===== config.mk =====
export PLATFORM = sky130hd
export DESIGN_NAME = rx_address_filter_loader
export DESIGN_NICKNAME = d
export VERILOG_FILES = /design/src/hw/rtl/rafl_pkg.sv /design/src/hw/rtl/rafl_hash_tbl.sv /design/src/hw/rtl/rx_address_filter_loader.sv
export SDC_FILE = /design/constraint.sdc
export NUM_CORES = 2
export LEC_CHECK = 0
export ABC_AREA = 1
export BUFFER_PORTS_ARGS = -buffer_cell sky130_fd_sc_hd__buf_2
export CAP_MARGIN = 25
export CORE_UTILIZATION = 40
export DETAILED_ROUTE_END_ITERATION = 8
export PLACE_DENSITY = 0.59
export SETUP_SLACK_MARGIN = 0.3
export SLEW_MARGIN = 20
export SYNTH_ARGS = -nofsm -noshare
export SYNTH_HDL_FRONTEND = slang
export SYNTH_SLANG_ARGS = --single-unit

===== constraint.sdc =====
create_clock -name clk -period 13.7 [get_ports clk]
set_input_delay 2.055 -clock clk [delete_from_list [all_inputs] [get_ports clk]]
set_output_delay 2.055 -clock clk [all_outputs]
set_load 0.05 [all_outputs]

===== src/hw/rtl/rafl_pkg.sv =====
// rafl_pkg: shared constants, types and the hash window function for the
// receive address filter loader; depends on nothing, used by every rtl file
package rafl_pkg;

	// exact filter slots, slot 0 is the station address
	localparam int EXACT_SLOTS = 128;
	localparam int SLOT_IDX_W  = $clog2(EXACT_SLOTS);
	localparam int SLOT_CNT_W  = $clog2(EXACT_SLOTS + 1);
	localparam int SLOT_OUT_W  = 7;

	// multicast hash table geometry
	localparam int HASH_WORDS  = 128;
	localparam int HASH_ADDR_W = $clog2(HASH_WORDS);
	localparam int WORD_W      = 32;
	localparam int BIT_SEL_W   = $clog2(WORD_W);
	localparam int HASH_W      = HASH_ADDR_W + BIT_SEL_W;

	// item fields
	localparam int OP_W    = 2;
	localparam int MAC_W   = 48;
	localparam int POOL_W  = 6;
	localparam int FTYPE_W = 2;
	localparam int CFG_W   = 8;

	// operation codes
	localparam logic [OP_W-1:0] OP_BEGIN = 2'd0;
	localparam logic [OP_W-1:0] OP_ADD   = 2'd1;
	localparam logic [OP_W-1:0] OP_END   = 2'd2;

	// register indexes
	localparam logic CFG_FILTER_TYPE = 1'b0;
	localparam logic CFG_EXACT_SLOTS = 1'b1;

	// filter types
	localparam logic [FTYPE_W-1:0] FT_47_36 = 2'd0;
	localparam logic [FTYPE_W-1:0] FT_46_35 = 2'd1;
	localparam logic [FTYPE_W-1:0] FT_45_34 = 2'd2;

	// requests from the loader to the hash table
	typedef struct packed {
		logic                   clear;
		logic                   rd_en;
		logic [HASH_ADDR_W-1:0] rd_addr;
		logic                   wr_en;
		logic [HASH_ADDR_W-1:0] wr_addr;
		logic [WORD_W-1:0]      wr_data;
	} hash_req_t;

	// 12-bit hash bit index taken from the address
	function automatic logic [HASH_W-1:0] hash_bit_of(input logic [MAC_W-1:0] mac,
			input logic [FTYPE_W-1:0] ftype);
		logic [HASH_W-1:0] v;
		case (ftype)
			FT_47_36: v = mac[47:36];
			FT_46_35: v = mac[46:35];
			FT_45_34: v = mac[45:34];
			default:  v = mac[43:32];
		endcase
		return v;
	endfunction

endpackage


===== src/hw/rtl/rafl_hash_tbl.sv =====
// rafl_hash_tbl: multicast hash table, one synchronous memory with a registered
// read port and per-word valid flops so a clear needs no pass over the memory; uses rafl_pkg
module rafl_hash_tbl (
	input  logic                       clk,
	input  logic                       arst_n,
	input  rafl_pkg::hash_req_t        req,
	output logic [rafl_pkg::WORD_W-1:0] rd_data
);

	logic [rafl_pkg::WORD_W-1:0]     mem [rafl_pkg::HASH_WORDS];
	logic [rafl_pkg::WORD_W-1:0]     rd_data_q;
	logic [rafl_pkg::HASH_WORDS-1:0] vld_q;
	logic                            rd_vld_q;

	// memory array, write and registered read
	always_ff @(posedge clk) begin
		if (req.wr_en) begin
			mem[req.wr_addr] <= req.wr_data;
		end
		if (req.rd_en) begin
			rd_data_q <= mem[req.rd_addr];
		end
	end

	// word valid bits, a word never written since clear reads as zero
	always_ff @(posedge clk or negedge arst_n) begin
		if (!arst_n) begin
			vld_q    <= '0;
			rd_vld_q <= 1'b0;
		end else begin
			if (req.clear) begin
				vld_q <= '0;
			end else if (req.wr_en) begin
				vld_q[req.wr_addr] <= 1'b1;
			end
			if (req.rd_en) begin
				rd_vld_q <= vld_q[req.rd_addr];
			end
		end
	end

	assign rd_data = rd_vld_q ? rd_data_q : '0;

endmodule


===== src/hw/rtl/rx_address_filter_loader.sv =====
// rx_address_filter_loader: top level, item sequencer, exact slot table and
// result registers; uses rafl_pkg and rafl_hash_tbl
//
// usage
// - an item (op, address, queue_index) is taken at a rising edge with start
//   high and busy low; busy stays high until the item's result is out
// - every item gives one result, shown for one cycle with done high; the
//   receiver cannot hold it off
// - begin, end and an add that takes an exact slot: the item goes to S_EXEC,
//   where its result is registered; the next item waits for S_IDLE
// - an add that goes to the hash table: one read-modify-write of the hash
//   memory, read in S_EXEC through the memory's registered read port, then
//   written back with the result registered in S_WB
// - begin clears the hash table through per-word valid flops and the exact
//   valid bits of slots 1 and up, so there is no clearing pass
// - reset: filter_type 0, exact_slots 128, next slot 1, no address hashed,
//   hash table all zero; the block is ready as soon as reset is released
// - configuration: cfg_we with cfg_index and cfg_data; the user must write it
//   only while the block is idle, which the block itself does not enforce
module rx_address_filter_loader (
	input  logic                               clk,
	input  logic                               arst_n,
	input  logic                               start,
	output logic                               busy,
	input  logic [rafl_pkg::OP_W-1:0]          op,
	input  logic [rafl_pkg::MAC_W-1:0]         address,
	input  logic [rafl_pkg::POOL_W-1:0]        queue_index,
	input  logic                               cfg_we,
	input  logic                               cfg_index,
	input  logic [rafl_pkg::CFG_W-1:0]         cfg_data,
	output logic                               done,
	output logic                               placed_exact,
	output logic [rafl_pkg::SLOT_OUT_W-1:0]    slot_index,
	output logic [rafl_pkg::HASH_W-1:0]        hash_vector,
	output logic [rafl_pkg::WORD_W-1:0]        hash_word,
	output logic                               mc_enable
);

	localparam int CMP_W = (rafl_pkg::SLOT_CNT_W > rafl_pkg::CFG_W) ?
		rafl_pkg::SLOT_CNT_W : rafl_pkg::CFG_W;

	typedef enum logic [1:0] {
		S_IDLE,
		S_EXEC,
		S_WB
	} state_t;

	state_t                            state_q;
	logic [rafl_pkg::FTYPE_W-1:0]      filter_type_q;
	logic [rafl_pkg::CFG_W-1:0]        exact_slots_q;
	logic [rafl_pkg::SLOT_CNT_W-1:0]   next_slot_q;
	logic                              any_hashed_q;
	logic [rafl_pkg::EXACT_SLOTS-1:0]  entry_valid_q;

	logic [rafl_pkg::OP_W-1:0]         op_s1;
	logic [rafl_pkg::MAC_W-1:0]        addr_s1;
	logic [rafl_pkg::POOL_W-1:0]       pool_s1;
	logic [rafl_pkg::HASH_W-1:0]       hvec_s1;

	logic                              done_q;
	logic                              placed_exact_q;
	logic [rafl_pkg::SLOT_OUT_W-1:0]   slot_index_q;
	logic [rafl_pkg::HASH_W-1:0]       hash_vector_q;
	logic [rafl_pkg::WORD_W-1:0]       hash_word_q;
	logic                              mc_enable_q;

	// exact entry memory, address and pool index side by side
	logic [rafl_pkg::MAC_W+rafl_pkg::POOL_W-1:0] entry_mem [rafl_pkg::EXACT_SLOTS];

	logic                              accept;
	logic                              exact_fit;
	logic [rafl_pkg::SLOT_IDX_W-1:0]   slot_addr;
	logic [rafl_pkg::WORD_W-1:0]       rd_word;
	logic [rafl_pkg::WORD_W-1:0]       new_word;
	rafl_pkg::hash_req_t               hreq;

	assign accept = start && (state_q == S_IDLE);
	assign busy   = (state_q != S_IDLE);

	// an add fits when the next slot is below both the register and the table size
	assign exact_fit = (CMP_W'(next_slot_q) < CMP_W'(exact_slots_q)) &&
		(CMP_W'(next_slot_q) < CMP_W'(rafl_pkg::EXACT_SLOTS));
	assign slot_addr = next_slot_q[rafl_pkg::SLOT_IDX_W-1:0];

	// hash word with the new bit set
	assign new_word = rd_word | (rafl_pkg::WORD_W'(1) << hvec_s1[rafl_pkg::BIT_SEL_W-1:0]);

	// hash table requests
	always_comb begin
		hreq.clear   = (state_q == S_EXEC) && (op_s1 == rafl_pkg::OP_BEGIN);
		hreq.rd_en   = (state_q == S_EXEC) && (op_s1 == rafl_pkg::OP_ADD) && !exact_fit;
		hreq.rd_addr = hvec_s1[rafl_pkg::HASH_W-1:rafl_pkg::BIT_SEL_W];
		hreq.wr_en   = (state_q == S_WB);
		hreq.wr_addr = hvec_s1[rafl_pkg::HASH_W-1:rafl_pkg::BIT_SEL_W];
		hreq.wr_data = new_word;
	end

	rafl_hash_tbl u_hash_tbl (
		.clk     (clk),
		.arst_n  (arst_n),
		.req     (hreq),
		.rd_data (rd_word)
	);

	// configuration registers
	always_ff @(posedge clk or negedge arst_n) begin
		if (!arst_n) begin
			filter_type_q <= '0;
			exact_slots_q <= rafl_pkg::CFG_W'(128);
		end else if (cfg_we) begin
			case (cfg_index)
				rafl_pkg::CFG_FILTER_TYPE: filter_type_q <= cfg_data[rafl_pkg::FTYPE_W-1:0];
				rafl_pkg::CFG_EXACT_SLOTS: exact_slots_q <= cfg_data;
				default: ;
			endcase
		end
	end

	// captured transaction
	always_ff @(posedge clk) begin
		if (accept) begin
			op_s1   <= op;
			addr_s1 <= address;
			pool_s1 <= queue_index;
			hvec_s1 <= rafl_pkg::hash_bit_of(address, filter_type_q);
		end
	end

	// exact slot contents
	always_ff @(posedge clk) begin
		if ((state_q == S_EXEC) && (op_s1 == rafl_pkg::OP_ADD) && exact_fit) begin
			entry_mem[slot_addr] <= {addr_s1, pool_s1};
		end
	end

	// sequencer, list state and result registers
	always_ff @(posedge clk or negedge arst_n) begin
		if (!arst_n) begin
			state_q        <= S_IDLE;
			next_slot_q    <= rafl_pkg::SLOT_CNT_W'(1);
			any_hashed_q   <= 1'b0;
			entry_valid_q  <= '0;
			done_q         <= 1'b0;
			placed_exact_q <= 1'b0;
			slot_index_q   <= '0;
			hash_vector_q  <= '0;
			hash_word_q    <= '0;
			mc_enable_q    <= 1'b0;
		end else begin
			done_q <= 1'b0;
			case (state_q)
				S_IDLE: begin
					if (accept) begin
						state_q <= S_EXEC;
					end
				end
				S_EXEC: begin
					placed_exact_q <= 1'b0;
					slot_index_q   <= '0;
					hash_vector_q  <= '0;
					hash_word_q    <= '0;
					mc_enable_q    <= 1'b0;
					state_q        <= S_IDLE;
					done_q         <= 1'b1;
					case (op_s1)
						rafl_pkg::OP_BEGIN: begin
							entry_valid_q[rafl_pkg::EXACT_SLOTS-1:1] <= '0;
							next_slot_q  <= rafl_pkg::SLOT_CNT_W'(1);
							any_hashed_q <= 1'b0;
						end
						rafl_pkg::OP_ADD: begin
							if (exact_fit) begin
								entry_valid_q[slot_addr] <= 1'b1;
								next_slot_q    <= rafl_pkg::SLOT_CNT_W'(next_slot_q + 1'b1);
								placed_exact_q <= 1'b1;
								slot_index_q   <= rafl_pkg::SLOT_OUT_W'(next_slot_q);
							end else begin
								// hash word read is in flight
								state_q <= S_WB;
								done_q  <= 1'b0;
							end
						end
						rafl_pkg::OP_END: begin
							mc_enable_q <= any_hashed_q;
						end
						default: ;
					endcase
				end
				S_WB: begin
					any_hashed_q  <= 1'b1;
					hash_vector_q <= hvec_s1;
					hash_word_q   <= new_word;
					done_q        <= 1'b1;
					state_q       <= S_IDLE;
				end
				default: begin
					state_q <= S_IDLE;
				end
			endcase
		end
	end

	assign done         = done_q;
	assign placed_exact = placed_exact_q;
	assign slot_index   = slot_index_q;
	assign hash_vector  = hash_vector_q;
	assign hash_word    = hash_word_q;
	assign mc_enable    = mc_enable_q;

endmodule


==> Yosys cells after proc, flatten, opt, wreduce, memory -nomap -nowiden <==
Memories as Yosys holds them, arrays and structs flattened. A register that Yosys moved wholly into a read port is not among the register bits.
Cells that the tools add are included.
{ "op_classes": {"n_lt_le_gt_ge": 4, "add_sub_neg": 1, "reduce_logical": 18, "shift": 1, "bitwise_logic": 3, "eq_ne": 9, "n_mux": 27} }
{ "ops": {"columns": ["op", "count"], "rows": [
  ["$mux W128", 2],
  ["$or A128 B128 Y128", 1],
  ["$pmux W32 S2", 1],
  ["$pmux W12 S3", 1],
  ["$mux W32", 1],
  ["$or A32 B32 Y32", 1],
  ["$shl A1 B5 Y32 const A", 1],
  ["$pmux W12 S2", 1],
  ["$pmux W8 S2", 1],
  ["$mux W7", 2],
  ["$mux W1", 9],
  ["$add A8 B1 Y8 const B", 1],
  ["$lt A7 B8 Y1 const B", 1],
  ["$lt A8 B8 Y1", 1],
  ["$lt A8 B8 Y1 const B", 1],
  ["$mux W8", 1],
  ["$reduce_bool A2 Y1", 4],
  ["$bmux W1 S7", 1],
  ["$demux W1 S7", 1],
  ["$ge A7 B1 Y1 const B", 1],
  ["$eq A2 B1 Y1 const B", 3],
  ["$eq A2 B2 Y1 const B", 3],
  ["$logic_and A1 B1 Y1", 6],
  ["$logic_not A2 Y1", 3],
  ["8 further kinds", 15]
]} }
{ "word_totals": {"reg_bits": 218, "word_cells": 79, "mem_count": 1, "mem_bits_rw": 4096, "output_inout_bits": 55, "input_bits": 69} }
{ "mem_list": {"columns": ["name", "depth", "width", "read_ports", "rd_ports_with_merged_regs", "write_ports", "line", "text"], "rows": [
  ["u_hash_tbl.mem", 128, 32, 1, 1, 1, "rafl_hash_tbl.sv:10", "logic [rafl_pkg::WORD_W-1:0] mem [rafl_pkg::HASH_WORDS];"]
]} }

==> Logic depth before layout (Yosys ltp) <==
{ "depth": {"ltp_word": 7, "mapped_depth": 17, "depth_no_buf": 13} }

==> Modules after synthesis <==
Synthesis repeated with hierarchy kept, for this count alone.
{ "hier_totals": {"cells_unflattened": 13732, "hier_area_um2": 172872.0} }
{ "by_module_without_submodules": {"columns": ["module", "seq_area_each_um2", "cells_each", "area_per_inst_um2", "instances"], "rows": [
  ["rafl_hash_tbl", 127187.0, 13210, 168385.2, 1],
  ["rx_address_filter_loader", 2299.7, 522, 4486.8, 1]
]} }

==> Worst setup path after synthesis <==
No wires, ideal clock.
{ "synth_path": {"kind": "register to register", "start": "register hvec_s1[2] (netlist name)", "end": "memory u_hash_tbl.mem[0][19] (netlist name), data pin", "period_less_slack_ps": 7077, "stages_incl_launch_ff": 5, "arrival_ps": 5870, "t_required_ps": 12494, "setup_slack_ps": 6623, "n_path_buf": 1, "setup_ps": 1206, "path_cell_list": "edfxtp_1 clkbuf_1 nor3_1 nand2_1 o21ai_0"} }
{ "synth_rtl": {"columns": ["item", "line", "text"], "rows": [
  ["start: declaration", "rx_address_filter_loader.sv:58", "logic [rafl_pkg::HASH_W-1:0] hvec_s1;"],
  ["start signal: assignment", "rx_address_filter_loader.sv:125", "hvec_s1 <= rafl_pkg::hash_bit_of(address, filter_type_q);"],
  ["end: declaration", "rafl_hash_tbl.sv:10", null]
]} }

==> results.sh <==
export IMPL_status="complete, no violations"
export IMPL_p_leak_uw=0.06935
export IMPL_area_delta_synth_final_pct=13.96
export IMPL_grt_pass1_wl_mm=733.9
export IMPL_num_rows=235
export IMPL_ir_drop_mv=0.1461
export IMPL_slowest_delay_ns=0.89
export IMPL_drtPass1Iterations=6
export IMPL_grt_pass1_vias=95543
export IMPL_slowest_stage="o21ai_1"
export IMPL_drive_gt1_frac=0.09755
export IMPL_ant_nets=0
export IMPL_fp_dieW_um=645.3
export IMPL_worst_slack_ns=7.345
export IMPL_wl_met3_mm=55.73
export IMPL_drt_iter0_markers=13643
export IMPL_dieArea_mm2=0.4165
export IMPL_avgSynthCellArea_um2=13.18
export IMPL_fin_tns_setup_ns=0
export IMPL_cts_max_level=5
export IMPL_fin_cells=18680
export IMPL_cts_tree="done"
export IMPL_period_share=0.4639
export IMPL_seq_area_frac_synth=0.7821
export IMPL_cts_max_path_buffers=4
export IMPL_numPlacedInstances=17843
export IMPL_vias=103928
export IMPL_clk_pin_slew_worst_paths_ns=0.06
export IMPL_placement_io_buffers=85
export IMPL_critPathArrivalTime_ns=7.12
export IMPL_grt_max_degree=131
export IMPL_reg2reg_from="hvec_s1[7]"
export IMPL_pre_cts_ws_ns=7.627
export IMPL_top_layer_used="met5"
export IMPL_grt_usage=0.2472
export IMPL_synth_distinct_cells=44
export IMPL_postPlaceCellArea_mm2=0.1743
export IMPL_drt_drc_violations_left=0
export IMPL_multi_input_area_mm2=0.03358
export IMPL_synth_area_leaders="edfxtp_1 (75%), nand2_1 (11%), dfrtp_1 (3.1%)"
export IMPL_cts_root_buf="clkbuf_16"
export IMPL_maxCapViolCount=0
export IMPL_routed_wl_mm=528.8
export IMPL_syn_nets=12640
export IMPL_finalHoldViolCount=0
export IMPL_max_freq_ghz=0.1574
export IMPL_min_delay_start="slot_index[3]"
export IMPL_cts_buffers_inserted=434
export IMPL_whs_path_depth=2
export IMPL_power_density_mw_per_mm2=162.5
export IMPL_final_area_mm2=0.1887
export IMPL_synth_top_area_cell="edfxtp_1"
export IMPL_async_flop_share=0.04694
export IMPL_syn_inst=12560
export IMPL_path_cells="buf_4 -> buf_4 -> buf_4 -> nor2_2 -> nand2_2 -> inv_8 -> buf_12 -> buf_4 -> nand2_1 -> nand4_1 -> o21ai_1 -> nand2_1 -> nor2_1 -> nand2_1 -> nor2_1 -> nand2_1"
export IMPL_tightest_slew_ns=1.274
export IMPL_synth_top_area_frac=0.7513
export IMPL_rsz0062_at_grt="no"
export IMPL_setup_viol=0
export IMPL_slew_headroom=0.1417
export IMPL_die_h_um=645.3
export IMPL_cp_start_kind="register"
export IMPL_viasPerCell=5.564
export IMPL_clock_sinks=4346
export IMPL_synth_seq_cells=4346
export IMPL_synth_common_cells="nand2_1 (4632), edfxtp_1 (4142), nor2_1 (646)"
export IMPL_initial_core_util=0.4030
export IMPL_gp_congestion=0.9017
export IMPL_fin_hold_ws_ns=0.4772
export IMPL_yosysWarnings=0
export IMPL_cts_resized=0
export IMPL_met1_length_mm=207.9
export IMPL_worstSetupPathType="reg -> reg"
export IMPL_fillCellCount=36111
export IMPL_synthFlopType="edfxtp_1"
export IMPL_r2r_slack_ns=7.34
export IMPL_seqCellArea_mm2=0.1295
export IMPL_reg2reg_depth=16
export IMPL_finClkSkew_ns=0.07875
export IMPL_ios=124
export IMPL_syn_area_mm2=0.1656
export IMPL_core_mm2=0.4108
export IMPL_rr_endpoint="u_hash_tbl.rd_data_q[19]"
export IMPL_cp_end_kind="register"
export IMPL_grt_ovfl_total=0
export IMPL_antenna_found_initial=37
export IMPL_routedWlPerCell_um=28.31
export IMPL_nets=12915
export IMPL_wl_met2_mm=237.2
export IMPL_crit_required_ns=14.46
export IMPL_period_needed_ns=6.355
export IMPL_cts_setup_buffers=0
export IMPL_dp_hpwl_mm=290.9
export IMPL_hold_class="reg -> reg"
export IMPL_synth_edf_count=4142
export IMPL_path_max_fanout=81
export IMPL_yosysMostFrequentCell="nand2_1"
export IMPL_clock_latency_ns=1.02
export IMPL_hold_path_endpoint="slot_index[3]"
export IMPL_cts_hold_buf=0
export IMPL_final_max_slew_viol_count=0
## final cells by class
type | instances | area share
Sequential cell | 4346 | 0.6864
Inverter | 248 | 0.005266
Clock inverter | 261 | 0.01364
Multi-Input combinational cell | 7361 | 0.1780
Timing Repair Buffer | 444 | 0.01875
Tap cell | 5451 | 0.03615
Antenna cell | 15 | 0.0001990
Clock buffer | 554 | 0.06165
## kinds of logic after synthesis
logic type / count (synthesis) / synth area share
adder cells (fa/ha/maj): 11 / 0.0008313
AND/OR/NAND/NOR: 6154 / 0.1511
XOR/XNOR: 6 / 0.0003174
multiplexers: 1 / 0.00006046
buffers and inverters: 853 / 0.02313
flip-flops: 4346 / 0.7821
AO/OA/AOI/OAI: 1189 / 0.04245
## flip-flops by register name, summed over array words and instances, names as in the netlist
register	count
u_hash_tbl.mem	4096
u_hash_tbl.vld_q	128
hash_word	32
u_hash_tbl.rd_data_q	32
hash_vector	12
hvec_s1	12
exact_slots_q	8
next_slot_q	8
slot_index	7
filter_type_q	2
op_s1	2
state_q	2
any_hashed_q	1
done	1
mc_enable	1
placed_exact	1
u_hash_tbl.rd_vld_q	1
## how the worst max path moves through the flow
stage / from / endpoint / slack, ns
after floorplan: hvec_s1[2] / u_hash_tbl.mem[0][19] / 6.62
after global placement: hvec_s1[7] / u_hash_tbl.rd_data_q[19] / 7.61
after detailed placement: hvec_s1[7] / u_hash_tbl.rd_data_q[19] / 7.63
after CTS: hvec_s1[7] / u_hash_tbl.rd_data_q[19] / 7.63
after global routing: hvec_s1[7] / u_hash_tbl.rd_data_q[19] / 7.59
final: hvec_s1[7] / u_hash_tbl.rd_data_q[19] / 7.34
## where the power goes
group	switching, µW	leakage (µW)	internal (µW)	total (µW)
registers	66.0	0.0450	14800	14800
clock network	5090	0.00695	6810	11900
logic	3180	0.0174	743	3930
total	8340	0.0693	22300	30600
## per-stage QoR
step | utilization | power, µW
6_report | 0.4593 | 30650
5_1_grt | 0.4592 | 31410
4_1_cts | 0.4589 | 30680
3_5_place_dp | 0.4243 | 18940
3_3_place_gp | 0.4242 | 18920
2_1_floorplan | - | 17170
## critical path: cells and delay by family (launching register included)
family / cells / cell delay [ns]
buffers and inverters: 6 / 2.62
AO/OA/AOI/OAI: 1 / 0.89
flip-flops: 1 / 0.33
AND/OR/NAND/NOR: 9 / 1.95
## placed cells by master, fill, tap and decap left out, types with 15 or more instances in the layout
cell / netlist / final
a21oi_1: 294 / 294
a22oi_1: 356 / 356
buf_12: 0 / 28
buf_2: 360 / 87
buf_4: 35 / 323
bufinv_16: 0 / 43
clkbuf_1: 134 / 96
clkbuf_16: 0 / 441
clkbuf_8: 0 / 17
clkinv_1: 4 / 113
clkinv_2: 0 / 82
dfrtp_1: 202 / 202
diode_2: 0 / 15
edfxtp_1: 4142 / 4142
inv_1: 231 / 217
nand2_1: 4632 / 4632
nand3_1: 230 / 229
nand3b_1: 17 / 17
nand4_1: 562 / 562
nor2_1: 646 / 501
nor2_4: 1 / 136
nor3_1: 25 / 24
o21ai_0: 377 / 340
o21ai_1: 88 / 99
o21ai_4: 0 / 26
o22ai_1: 28 / 28
or2_2: 24 / 24
## metal layers
metal / track usage / vias up
li1: - / 45243
met1: 0.3361 / 52293
met2: 0.3812 / 5444
met3: 0.05118 / 936
met4: 0.1162 / 12
met5: 0 / -
(Power assumes the default switching activity.)
